[src/sv/sawsf_pkg.sv]
// ----------------------------------------------------------------------------
// sawsf_pkg
// shared types and codes for the stop-and-wait stuffed framer
// ----------------------------------------------------------------------------
package sawsf_pkg;

    // input word selector codes (tuser on the slave side)
    localparam logic [1:0] FUNC_DATA = 2'd0;
    localparam logic [1:0] FUNC_ACK  = 2'd1;
    localparam logic [1:0] FUNC_TICK = 2'd2;

    // configuration register indexes (byte address / 4)
    localparam logic [2:0] REG_MARKER  = 3'd0;
    localparam logic [2:0] REG_START   = 3'd1;
    localparam logic [2:0] REG_END     = 3'd2;
    localparam logic [2:0] REG_PKT_LEN = 3'd3;
    localparam logic [2:0] REG_TIMEOUT = 3'd4;

    // register reset values
    localparam logic [7:0]  MARKER_RST  = 8'h24;
    localparam logic [7:0]  START_RST   = 8'h2A;
    localparam logic [7:0]  END_RST     = 8'h40;
    localparam logic [3:0]  PKT_LEN_RST = 4'd8;
    localparam logic [15:0] TIMEOUT_RST = 16'd10000;

    // ascii '0', sequence character base
    localparam logic [7:0] SEQ_CHAR_BASE = 8'h30;
    // position of the sequence character in an ack frame
    localparam int unsigned ACK_NUMBER_POS = 2;

    typedef enum logic [1:0] {
        KIND_FRAME   = 2'd0,
        KIND_ACKED   = 2'd1,
        KIND_REFUSED = 2'd2
    } t_kind;

    typedef enum logic [2:0] {
        F_IDLE,
        F_MARK0,
        F_START,
        F_SEQ,
        F_DATA,
        F_STUFF,
        F_MARK1,
        F_END
    } t_fstate;

    // request from the control logic to the framer / output stage
    typedef struct packed {
        logic  start_frame;
        logic  load_single;
        t_kind kind;
        logic  seq_now;
    } t_req;

    // status from the framer / output stage
    typedef struct packed {
        logic busy;
        logic out_free;
    } t_stat;

endpackage

[src/sv/stop_and_wait_stuffed_framer_core.sv]
// ----------------------------------------------------------------------------
// stop_and_wait_stuffed_framer_core
// stop-and-wait sender: packet store, stuffed framing, ack and timeout handling
// ----------------------------------------------------------------------------
//
// channel   dir  handshake                       payload
// s_axis    in   s_axis_tvalid / s_axis_tready   tdata in_byte, tuser func,
//                                                tlast final_byte
// m_axis    out  m_axis_tvalid / m_axis_tready   tdata out_byte + seq_now,
//                                                tuser result_kind, tlast run_last
// apb       in   psel & penable (pready high)    five config registers in 32-bit words
//
// a word that sends a frame holds s_axis_tready low while the framer emits
//   its bytes (5 + data bytes + doubled marker bytes), one byte a cycle into
//   the output register while m_axis does not stall
// store bytes are read one ahead, so the registered read does not slow the framer
// reset is synchronous, active low; the store has no clearing pass
// a stall on m_axis holds the framer and, once the output register is full,
//   s_axis_tready
//
module stop_and_wait_stuffed_framer_core #(
    parameter int unsigned MAX_PACKET    = 8,
    parameter int unsigned ACK_FRAME_LEN = 5
) (
    input  logic        i_clk,
    input  logic        i_rst_n,

    input  logic        s_axis_tvalid,
    output logic        s_axis_tready,
    input  logic [7:0]  s_axis_tdata,   // [7:0] in_byte
    input  logic [1:0]  s_axis_tuser,   // [1:0] func
    input  logic        s_axis_tlast,   // final_byte

    output logic        m_axis_tvalid,
    input  logic        m_axis_tready,
    output logic [15:0] m_axis_tdata,   // [7:0] out_byte, [8] seq_now, [15:9] zero
    output logic [1:0]  m_axis_tuser,   // [1:0] result_kind
    output logic        m_axis_tlast,   // run_last

    input  logic        psel,
    input  logic        penable,
    input  logic        pwrite,
    input  logic [4:0]  paddr,
    input  logic [31:0] pwdata,
    output logic [31:0] prdata,
    output logic        pready
);

    // fill count holds 0..MAX_PACKET, store address 0..MAX_PACKET-1
    localparam int unsigned CW = $clog2(MAX_PACKET + 1);
    localparam int unsigned AW = (MAX_PACKET > 1) ? $clog2(MAX_PACKET) : 1;
    localparam int unsigned LW = (CW > 4) ? CW : 4;
    localparam int unsigned IW = $clog2(ACK_FRAME_LEN + 1);

    // configuration registers
    logic [7:0]  r_marker;
    logic [7:0]  r_start;
    logic [7:0]  r_end;
    logic [3:0]  r_pkt_len;
    logic [15:0] r_timeout;

    // sender state
    logic [CW-1:0] r_fill,    n_fill;
    logic          r_seq,     n_seq;
    logic          r_await,   n_await;
    logic [IW-1:0] r_ack_idx, n_ack_idx;
    logic [7:0]    r_ack_num, n_ack_num;
    logic [15:0]   r_wait,    n_wait;

    sawsf_pkg::t_req  w_req;
    sawsf_pkg::t_stat w_stat;

    logic          w_accept;
    logic          w_cfg_wr;
    logic [2:0]    w_reg_idx;
    logic          w_wr_en;
    logic          w_rd_en;
    logic [AW-1:0] w_rd_addr;
    logic [7:0]    w_rd_data;
    logic [LW-1:0] w_limit;
    logic [CW-1:0] w_fill_inc;
    logic [IW-1:0] w_idx_inc;
    logic [7:0]    w_ack_new;
    logic [15:0]   w_wait_inc;
    logic [15:0]   w_tmo;
    logic [7:0]    w_seq_char;
    logic [7:0]    w_out_byte;
    logic          w_out_seq;
    logic [1:0]    w_out_kind;

    // ------------------------------------------------------------------
    // configuration port
    // ------------------------------------------------------------------
    assign pready    = 1'b1;
    assign w_reg_idx = paddr[4:2];
    assign w_cfg_wr  = psel && penable && pwrite;

    always_ff @(posedge i_clk) begin
        if (!i_rst_n) begin
            r_marker  <= sawsf_pkg::MARKER_RST;
            r_start   <= sawsf_pkg::START_RST;
            r_end     <= sawsf_pkg::END_RST;
            r_pkt_len <= sawsf_pkg::PKT_LEN_RST;
            r_timeout <= sawsf_pkg::TIMEOUT_RST;
        end else if (w_cfg_wr) begin
            unique case (w_reg_idx)
                sawsf_pkg::REG_MARKER:  r_marker  <= pwdata[7:0];
                sawsf_pkg::REG_START:   r_start   <= pwdata[7:0];
                sawsf_pkg::REG_END:     r_end     <= pwdata[7:0];
                sawsf_pkg::REG_PKT_LEN: r_pkt_len <= pwdata[3:0];
                sawsf_pkg::REG_TIMEOUT: r_timeout <= pwdata[15:0];
                default: ;
            endcase
        end
    end

    always_comb begin
        unique case (w_reg_idx)
            sawsf_pkg::REG_MARKER:  prdata = {24'd0, r_marker};
            sawsf_pkg::REG_START:   prdata = {24'd0, r_start};
            sawsf_pkg::REG_END:     prdata = {24'd0, r_end};
            sawsf_pkg::REG_PKT_LEN: prdata = {28'd0, r_pkt_len};
            sawsf_pkg::REG_TIMEOUT: prdata = {16'd0, r_timeout};
            default:                prdata = '0;
        endcase
    end

    // ------------------------------------------------------------------
    // input word handling
    // ------------------------------------------------------------------
    // one word at a time: no frame in flight and room in the output register
    assign s_axis_tready = !w_stat.busy && w_stat.out_free;
    assign w_accept      = s_axis_tvalid && s_axis_tready;

    // packet length clamped to 1..MAX_PACKET
    always_comb begin
        if (r_pkt_len == '0) begin
            w_limit = LW'(1);
        end else if (LW'(r_pkt_len) > LW'(MAX_PACKET)) begin
            w_limit = LW'(MAX_PACKET);
        end else begin
            w_limit = LW'(r_pkt_len);
        end
    end

    assign w_tmo      = (r_timeout == '0) ? 16'd1 : r_timeout;
    assign w_fill_inc = r_fill + {{(CW-1){1'b0}}, 1'b1};
    assign w_idx_inc  = r_ack_idx + {{(IW-1){1'b0}}, 1'b1};
    assign w_wait_inc = r_wait + 16'd1;
    assign w_seq_char = sawsf_pkg::SEQ_CHAR_BASE | {7'd0, r_seq};
    assign w_ack_new  = (r_ack_idx == IW'(sawsf_pkg::ACK_NUMBER_POS)) ? s_axis_tdata
                                                                       : r_ack_num;

    // store write only for a data byte taken while idle and not full
    assign w_wr_en = w_accept && (s_axis_tuser == sawsf_pkg::FUNC_DATA) && !r_await
                     && (r_fill < CW'(MAX_PACKET));

    always_comb begin
        n_fill    = r_fill;
        n_seq     = r_seq;
        n_await   = r_await;
        n_ack_idx = r_ack_idx;
        n_ack_num = r_ack_num;
        n_wait    = r_wait;
        w_req     = '{start_frame: 1'b0, load_single: 1'b0,
                      kind: sawsf_pkg::KIND_FRAME, seq_now: r_seq};
        if (w_accept) begin
            unique case (s_axis_tuser)
                sawsf_pkg::FUNC_DATA: begin
                    if (r_await) begin
                        // refused while waiting for an ack
                        w_req.load_single = 1'b1;
                        w_req.kind        = sawsf_pkg::KIND_REFUSED;
                    end else begin
                        if (r_fill < CW'(MAX_PACKET)) n_fill = w_fill_inc;
                        if ((LW'(n_fill) >= w_limit) || s_axis_tlast) begin
                            w_req.start_frame = 1'b1;
                            n_await           = 1'b1;
                            n_ack_idx         = '0;
                            n_wait            = '0;
                        end
                    end
                end
                sawsf_pkg::FUNC_ACK: begin
                    if (r_await) begin
                        n_ack_num = w_ack_new;
                        n_ack_idx = w_idx_inc;
                        if (w_idx_inc >= IW'(ACK_FRAME_LEN)) begin
                            n_ack_idx = '0;
                            if (w_ack_new == w_seq_char) begin
                                // acknowledged: flip sequence, empty store
                                n_seq             = !r_seq;
                                n_await           = 1'b0;
                                n_fill            = '0;
                                n_wait            = '0;
                                w_req.load_single = 1'b1;
                                w_req.kind        = sawsf_pkg::KIND_ACKED;
                                w_req.seq_now     = !r_seq;
                            end else begin
                                // wrong sequence character: resend
                                w_req.start_frame = 1'b1;
                                n_wait            = '0;
                            end
                        end
                    end
                end
                sawsf_pkg::FUNC_TICK: begin
                    if (r_await) begin
                        if (w_wait_inc >= w_tmo) begin
                            w_req.start_frame = 1'b1;
                            n_wait            = '0;
                            n_ack_idx         = '0;
                        end else begin
                            n_wait = w_wait_inc;
                        end
                    end
                end
                default: ;
            endcase
        end
    end

    always_ff @(posedge i_clk) begin
        if (!i_rst_n) begin
            r_fill    <= '0;
            r_seq     <= 1'b0;
            r_await   <= 1'b0;
            r_ack_idx <= '0;
            r_ack_num <= '0;
            r_wait    <= '0;
        end else begin
            r_fill    <= n_fill;
            r_seq     <= n_seq;
            r_await   <= n_await;
            r_ack_idx <= n_ack_idx;
            r_ack_num <= n_ack_num;
            r_wait    <= n_wait;
        end
    end

    // ------------------------------------------------------------------
    // packet store and framer
    // ------------------------------------------------------------------
    // a byte written at the accept edge is read no earlier than the seq state
    // (marker and start go first), so no forwarding is needed
    sawsf_store #(
        .DEPTH (MAX_PACKET),
        .AW    (AW)
    ) u_store (
        .i_clk     (i_clk),
        .i_wr_en   (w_wr_en),
        .i_wr_addr (r_fill[AW-1:0]),
        .i_wr_data (s_axis_tdata),
        .i_rd_en   (w_rd_en),
        .i_rd_addr (w_rd_addr),
        .o_rd_data (w_rd_data)
    );

    sawsf_framer #(
        .CW         (CW),
        .AW         (AW)
    ) u_framer (
        .i_clk     (i_clk),
        .i_rst_n   (i_rst_n),
        .i_req     (w_req),
        .o_stat    (w_stat),
        .i_marker  (r_marker),
        .i_start   (r_start),
        .i_end     (r_end),
        .i_seq     (r_seq),
        .i_count   (r_fill),
        .o_rd_en   (w_rd_en),
        .o_rd_addr (w_rd_addr),
        .i_rd_data (w_rd_data),
        .o_valid   (m_axis_tvalid),
        .i_ready   (m_axis_tready),
        .o_kind    (w_out_kind),
        .o_byte    (w_out_byte),
        .o_last    (m_axis_tlast),
        .o_seq     (w_out_seq)
    );

    assign m_axis_tuser = w_out_kind;
    assign m_axis_tdata = {7'd0, w_out_seq, w_out_byte};

    // ------------------------------------------------------------------
    // assertions
    // ------------------------------------------------------------------
    // a frame start always leaves the sender waiting for an ack
    a_start_awaits: assert property (@(posedge i_clk) disable iff (!i_rst_n)
        w_req.start_frame |=> r_await)
        else $error("frame sent without waiting for ack");

    // the sequence bit only moves together with an acknowledged result
    a_seq_on_ack: assert property (@(posedge i_clk) disable iff (!i_rst_n)
        (r_seq != $past(r_seq)) |-> $past(w_req.load_single))
        else $error("sequence bit changed without ack");

    // the store is never written while a frame waits for its ack
    a_no_write_waiting: assert property (@(posedge i_clk) disable iff (!i_rst_n)
        r_await |-> !w_wr_en)
        else $error("store written while awaiting ack");

    // fill count never runs past the store depth
    a_fill_bound: assert property (@(posedge i_clk) disable iff (!i_rst_n)
        r_fill <= CW'(MAX_PACKET))
        else $error("fill count beyond store depth");

endmodule

[src/sv/sawsf_store.sv]
// ----------------------------------------------------------------------------
// sawsf_store
// packet byte store, one write port and one registered read port
// ----------------------------------------------------------------------------
module sawsf_store #(
    parameter int unsigned DEPTH = 8,
    parameter int unsigned AW    = 3
) (
    input  logic          i_clk,
    input  logic          i_wr_en,
    input  logic [AW-1:0] i_wr_addr,
    input  logic [7:0]    i_wr_data,
    input  logic          i_rd_en,
    input  logic [AW-1:0] i_rd_addr,
    output logic [7:0]    o_rd_data
);

    logic [7:0] r_mem [DEPTH];
    logic [7:0] r_rd_data;

    always_ff @(posedge i_clk) begin
        if (i_wr_en) begin
            r_mem[i_wr_addr] <= i_wr_data;
        end
    end

    // read data holds while no new read is issued
    always_ff @(posedge i_clk) begin
        if (i_rd_en) begin
            r_rd_data <= r_mem[i_rd_addr];
        end
    end

    assign o_rd_data = r_rd_data;

endmodule

[src/sv/sawsf_framer.sv]
// ----------------------------------------------------------------------------
// sawsf_framer
// frame sequencer and output word register
// ----------------------------------------------------------------------------
module sawsf_framer #(
    parameter int unsigned CW         = 4,
    parameter int unsigned AW         = 3
) (
    input  logic              i_clk,
    input  logic              i_rst_n,
    input  sawsf_pkg::t_req   i_req,
    output sawsf_pkg::t_stat  o_stat,
    input  logic [7:0]        i_marker,
    input  logic [7:0]        i_start,
    input  logic [7:0]        i_end,
    input  logic              i_seq,
    input  logic [CW-1:0]     i_count,
    output logic              o_rd_en,
    output logic [AW-1:0]     o_rd_addr,
    input  logic [7:0]        i_rd_data,
    output logic              o_valid,
    input  logic              i_ready,
    output logic [1:0]        o_kind,
    output logic [7:0]        o_byte,
    output logic              o_last,
    output logic              o_seq
);

    sawsf_pkg::t_fstate r_state, n_state;
    logic [CW-1:0]      r_idx, n_idx;

    logic               r_out_valid;
    sawsf_pkg::t_kind   r_out_kind;
    logic [7:0]         r_out_byte;
    logic               r_out_last;
    logic               r_out_seq;

    logic               w_free;
    logic               w_emit;
    logic [7:0]         w_byte;
    logic               w_last;
    logic [CW-1:0]      w_rd_idx;
    logic [CW:0]        w_idx_inc;
    logic               w_last_idx;
    logic               w_is_marker;

    assign w_free      = !r_out_valid || i_ready;
    assign w_idx_inc   = {1'b0, r_idx} + {{CW{1'b0}}, 1'b1};
    assign w_last_idx  = w_idx_inc >= {1'b0, i_count};
    assign w_is_marker = i_rd_data == i_marker;

    // next state
    always_comb begin
        n_state = r_state;
        unique case (r_state)
            sawsf_pkg::F_IDLE: begin
                if (i_req.start_frame) n_state = sawsf_pkg::F_MARK0;
            end
            sawsf_pkg::F_MARK0: begin
                if (w_free) n_state = sawsf_pkg::F_START;
            end
            sawsf_pkg::F_START: begin
                if (w_free) n_state = sawsf_pkg::F_SEQ;
            end
            sawsf_pkg::F_SEQ: begin
                if (w_free) begin
                    n_state = (i_count != '0) ? sawsf_pkg::F_DATA : sawsf_pkg::F_MARK1;
                end
            end
            sawsf_pkg::F_DATA: begin
                if (w_free) begin
                    if (w_is_marker)     n_state = sawsf_pkg::F_STUFF;
                    else if (w_last_idx) n_state = sawsf_pkg::F_MARK1;
                end
            end
            sawsf_pkg::F_STUFF: begin
                if (w_free) begin
                    n_state = w_last_idx ? sawsf_pkg::F_MARK1 : sawsf_pkg::F_DATA;
                end
            end
            sawsf_pkg::F_MARK1: begin
                if (w_free) n_state = sawsf_pkg::F_END;
            end
            sawsf_pkg::F_END: begin
                if (w_free) n_state = sawsf_pkg::F_IDLE;
            end
            default: n_state = sawsf_pkg::F_IDLE;
        endcase
    end

    // outputs: emitted word, store read one byte ahead
    always_comb begin
        w_emit   = w_free && (r_state != sawsf_pkg::F_IDLE);
        w_byte   = '0;
        w_last   = 1'b0;
        o_rd_en  = 1'b0;
        w_rd_idx = r_idx;
        n_idx    = r_idx;
        unique case (r_state)
            sawsf_pkg::F_IDLE:  w_byte = '0;
            sawsf_pkg::F_MARK0: w_byte = i_marker;
            sawsf_pkg::F_START: w_byte = i_start;
            sawsf_pkg::F_SEQ: begin
                w_byte = sawsf_pkg::SEQ_CHAR_BASE | {7'd0, i_seq};
                if (w_free) begin
                    n_idx    = '0;
                    w_rd_idx = '0;
                    o_rd_en  = i_count != '0;
                end
            end
            sawsf_pkg::F_DATA: begin
                w_byte = i_rd_data;
                if (w_free && !w_is_marker) begin
                    n_idx    = w_idx_inc[CW-1:0];
                    w_rd_idx = w_idx_inc[CW-1:0];
                    o_rd_en  = !w_last_idx;
                end
            end
            sawsf_pkg::F_STUFF: begin
                w_byte = i_marker;
                if (w_free) begin
                    n_idx    = w_idx_inc[CW-1:0];
                    w_rd_idx = w_idx_inc[CW-1:0];
                    o_rd_en  = !w_last_idx;
                end
            end
            sawsf_pkg::F_MARK1: w_byte = i_marker;
            sawsf_pkg::F_END: begin
                w_byte = i_end;
                w_last = 1'b1;
            end
            default: w_byte = '0;
        endcase
    end

    assign o_rd_addr = w_rd_idx[AW-1:0];

    always_ff @(posedge i_clk) begin
        if (!i_rst_n) begin
            r_state <= sawsf_pkg::F_IDLE;
        end else begin
            r_state <= n_state;
        end
    end

    always_ff @(posedge i_clk) begin
        r_idx <= n_idx;
    end

    always_ff @(posedge i_clk) begin
        if (!i_rst_n) begin
            r_out_valid <= 1'b0;
        end else if (w_emit || i_req.load_single) begin
            r_out_valid <= 1'b1;
        end else if (i_ready) begin
            r_out_valid <= 1'b0;
        end
    end

    always_ff @(posedge i_clk) begin
        if (w_emit) begin
            r_out_kind <= sawsf_pkg::KIND_FRAME;
            r_out_byte <= w_byte;
            r_out_last <= w_last;
            r_out_seq  <= i_seq;
        end else if (i_req.load_single) begin
            r_out_kind <= i_req.kind;
            r_out_byte <= '0;
            r_out_last <= 1'b1;
            r_out_seq  <= i_req.seq_now;
        end
    end

    assign o_stat.busy     = r_state != sawsf_pkg::F_IDLE;
    assign o_stat.out_free = w_free;

    assign o_valid = r_out_valid;
    assign o_kind  = r_out_kind;
    assign o_byte  = r_out_byte;
    assign o_last  = r_out_last;
    assign o_seq   = r_out_seq;

endmodule
[config.mk]
export PLATFORM = sky130hd
export DESIGN_NAME = stop_and_wait_stuffed_framer_core
export DESIGN_NICKNAME = d
export VERILOG_FILES = /design/src/sv/sawsf_pkg.sv /design/src/sv/stop_and_wait_stuffed_framer_core.sv /design/src/sv/sawsf_store.sv /design/src/sv/sawsf_framer.sv
export SDC_FILE = /design/constraint.sdc
export NUM_CORES = 1
export LEC_CHECK = 0
export BUFFER_PORTS_ARGS = -buffer_cell sky130_fd_sc_hd__buf_2
export CAP_MARGIN = 30
export CORE_AREA = 2 2 102 153
export CTS_BUF_LIST = sky130_fd_sc_hd__clkbuf_2
export DETAILED_ROUTE_END_ITERATION = 7
export DIE_AREA = 0 0 104 155
export GPL_TIMING_DRIVEN = 0
export PLACE_DENSITY = 0.87
export SLEW_MARGIN = 20
export SYNTH_ARGS = -nofsm -noshare
export SYNTH_HDL_FRONTEND = slang
export SYNTH_SLANG_ARGS = --single-unit
[constraint.sdc]
create_clock -name i_clk -period 4.95 [get_ports i_clk]
set_input_delay 0.99 -clock i_clk [delete_from_list [all_inputs] [get_ports i_clk]]
set_output_delay 0.99 -clock i_clk [all_outputs]
set_load 0.02 [all_outputs]
==> impl_metrics.json <==
{
  "cts_post_setup_buffers_inserted": 0,
  "drive_gt1_share_pct": 15.8,
  "areaGrowthSynthToFinish_pct": 9.84,
  "reg2reg_slack_ns": 0.99,
  "area_enclosed_by_the_die_boundary_um2": 16100,
  "leakage_nw": 4.06,
  "setup.worst_path.end": "r_wait[13]$_SDFFE_PN0P_",
  "number_of_global_route_vias_before_repair": 8275,
  "cts-resized-gates": 0,
  "track_usage_pct": 32.7,
  "number_of_library_cell_types_mapped_by_synthesis": 69,
  "instances_no_fill": 1292,
  "grt.met2_usage_pct": 60.7,
  "post-route-period-util_pct": 80.1,
  "initial_antenna_violation_count": 1,
  "setup_total_negative_slack_ns": 0,
  "routed_wire_length_per_instance_um": 20.3,
  "synth_sequential_area_ratio_pct": 43.9,
  "cts.sink_count": 169,
  "run_status": "finished, final reports clean",
  "initialDrtViolationCount": 809,
  "final_antenna_net_count": 0,
  "fp.dieW_um": 104,
  "critical_path_arrival_ns": 4.71,
  "synth.avg_cell_area_um2": 9.87,
  "dp_worst_setup_slack_ns": 1.02,
  "synth_area_um2": 9590,
  "nFillCells": 1211,
  "grt.busiest_layer": "met2",
  "syn_inst": 972,
  "max_cap_viol_count": 0,
  "post-synth-top-area-cell": "edfxtp_1",
  "clock_path_buffers": 2,
  "worstHoldPathType": "in -> reg",
  "coreArea_um2": 14900,
  "timing.final.max_slew_violations": 0,
  "wire_length_of_the_first_global_routing_pass_um": 41700,
  "path_class": "reg -> reg",
  "synthArstFlopShare_pct": 0,
  "worst_reg2reg_path_length_in_cells": 15,
  "grt_setup_unrepaired": "false",
  "avgViaCountPerCell": 6.51,
  "timing.critical_path.fanout_max": 10,
  "dpl.hpwl_um": 19500,
  "initial_core_util_pct": 64.5,
  "yosys_warnings": 0,
  "port-buffer-count": 64,
  "met1_usage_pct": 33.8,
  "worstSetupStartpointType": "register",
  "detailedRoute.firstPassIterationCount": 8,
  "grt_util_met3_pct": 5.11,
  "synth_ff_type": "dfxtp_1",
  "clk_latency_worst_skew_pair_ns": 0.80,
  "clock-root-buffer": "clkbuf_2",
  "yosysTopAreaCellShare_pct": 26.0,
  "routed_wl_um": 26200,
  "rows": 55,
  "synth_enable_flop_cells": 83,
  "cts_buffers": 17,
  "critPathLaunch": "r_wait[6]$_SDFFE_PN0P_",
  "floorplan.die.height_um": 155,
  "grt_start_max_net_pins": 18,
  "worst-endpoint-required_ns": 5.70,
  "finalNetCount": 1166,
  "gp_routability_congestion": 0.935,
  "yosys.cell_count.top_type": "dfxtp_1",
  "timing.clock.skew_ns": 0.0499,
  "yosys_register_bits": 169,
  "max-slew-margin-rel_pct": 38.2,
  "max_slew.worst_pin.slew_ns": 0.924,
  "ys_top_cells_by_count": "dfxtp_1, nand2_1, edfxtp_1, nor2_1, a221oi_1",
  "vdd_ir_drop_max_v": 0.000181,
  "finalWorstSetupSlack_ns": 0.987,
  "clkTransAtPathRegs_ns": 0.27,
  "max_freq_mhz": 252,
  "holdBufCountCts": 0,
  "clock_tree.htree_level_count": 4,
  "clock_tree_from_tritoncts": "done",
  "timing.critical_path.to_type": "register",
  "min_period_ns": 3.96,
  "final_setup_violations": 0,
  "power_per_cell_area_nw_per_um2": 342,
  "final_hold_violating_endpoints": 0,
  "critical_path.reg2reg.endpoint": "r_wait[13]$_SDFFE_PN0P_",
  "route.vias.total": 8416,
  "globalRoute.totalOverflow": 0,
  "drt_drc_violations_left": 0,
  "fin_util_pct": 70.9,
  "placedCellCount": 1257,
  "ios": 109,
  "worst_r2r_startpoint": "r_wait[6]$_SDFFE_PN0P_",
  "ys_top_cells_by_area": "edfxtp_1, dfxtp_1, a221oi_1"
}
[area by class of cell]
| type | count | area, um^2 | area share (%) |
|---|---|---|---|
| Antenna cell | 1 | 2.50 | 0.0238 |
| Clock buffer | 17 | 85.1 | 0.808 |
| Buffer | 89 | 464 | 4.41 |
| Tap cell | 199 | 249 | 2.36 |
| Clock inverter | 15 | 181 | 1.72 |
| Inverter | 31 | 116 | 1.10 |
| Timing Repair Buffer | 66 | 333 | 3.16 |
| Multi-Input combinational cell | 705 | 4890 | 46.4 |
| Sequential cell | 169 | 4210 | 40.0 |
[worst min path at each step]
stage	start	endpoint	slack, ns	cells past startpoint
after floorplan	r_wait[5]$_SDFFE_PN0P_	r_wait[5]$_SDFFE_PN0P_	0.44	2
after global placement	r_wait[5]$_SDFFE_PN0P_	r_wait[5]$_SDFFE_PN0P_	0.45	2
after detailed placement	r_wait[5]$_SDFFE_PN0P_	r_wait[5]$_SDFFE_PN0P_	0.47	2
after CTS	pwdata[15]	r_timeout[15]$_SDFFE_PN0P_	0.38	3
after global routing	pwdata[15]	r_timeout[15]$_SDFFE_PN0P_	0.37	3
final	pwdata[15]	r_timeout[15]$_SDFFE_PN0P_	0.39	3
[cells in the final DEF (no fill, tap or decap), types with 17 or more instances in the layout]
cell type / synthesis / final
dfxtp_1: 86 / 86
nand2_1: 85 / 85
edfxtp_1: 83 / 83
buf_2: 16 / 81
nor2_1: 53 / 53
a221oi_1: 46 / 46
clkbuf_1: 42 / 42
nor2b_1: 42 / 42
a22oi_1: 42 / 42
mux2i_1: 37 / 37
ha_1: 32 / 32
inv_1: 30 / 30
o21ai_0: 30 / 30
nand3_1: 29 / 29
a221o_1: 29 / 29
a21oi_1: 28 / 28
buf_4: 27 / 28
conb_1: 2 / 24
clkbuf_2: 1 / 18
xor2_1: 18 / 18
o21ai_1: 17 / 17
[report_power, final]
part,leakage [nW],switching [mW],internal (mW),total [mW]
Combinational,2.46,0.779,0.390,1.17
Clock,0.152,0.552,0.253,0.805
Sequential,1.45,0.0477,1.58,1.63
Total,4.06,1.38,2.22,3.60
[routing by layer]
metal / share of wire, % / up-vias / wire, um
met1: 34 / 3983 / 9030
met2: 53 / 417 / 13900
met3: 6.3 / 122 / 1650
met5: 0 / - / 0
met4: 6.4 / 0 / 1670
li1: - / 3894 / -
[worst max-delay path, cell delays in order (launching register included)]
cell,delay [ns]
dfxtp_1,0.37
clkbuf_1,0.27
and4_1,0.27
nand3_1,0.10
nor4_1,0.52
nand3_1,0.18
xnor2_1,0.22
ha_1,0.28
nand4_1,0.12
nor2_1,0.06
a211oi_1,0.28
o211ai_1,0.36
nor2_2,0.36
buf_4,0.24
nand3b_1,0.09
a21boi_0,0.19
[sequential cells by signal (all words and copies together), names as in the netlist, 2 cells and up]
register	flops
r_marker	8
r_ack_num	8
r_timeout	16
u_framer.o_kind	2
u_framer.r_state	3
r_fill	4
u_store.o_rd_data	8
u_store.r_mem	64
r_start	8
u_framer.r_idx	4
r_end	8
r_pkt_len	4
r_wait	16
u_framer.o_byte	8
r_ack_idx	3
[stage by stage]
stage	instance area, um^2	hold slack (ns)	total power [mW]
4_1_cts	10500	0.384	3.57
6_report	10500	0.389	3.60
2_1_floorplan	9670	0.443	2.43
3_3_place_gp	10200	0.450	2.77
3_5_place_dp	10300	0.466	2.79
5_1_grt	10500	0.370	3.73
[cell families after synthesis]
logic type	count (synthesis)	synth area share, %
AOI/OAI and AO/OA	282	22.2
xor gates and xnor gates	30	2.74
adders and majority gates	32	4.18
buffers and inverters	120	6.05
DFF	169	43.9
muxes	43	4.57
other	2	0.0783
and+or+nand+nor	294	16.2
Note: power is estimated with default switching activity, not from simulation.
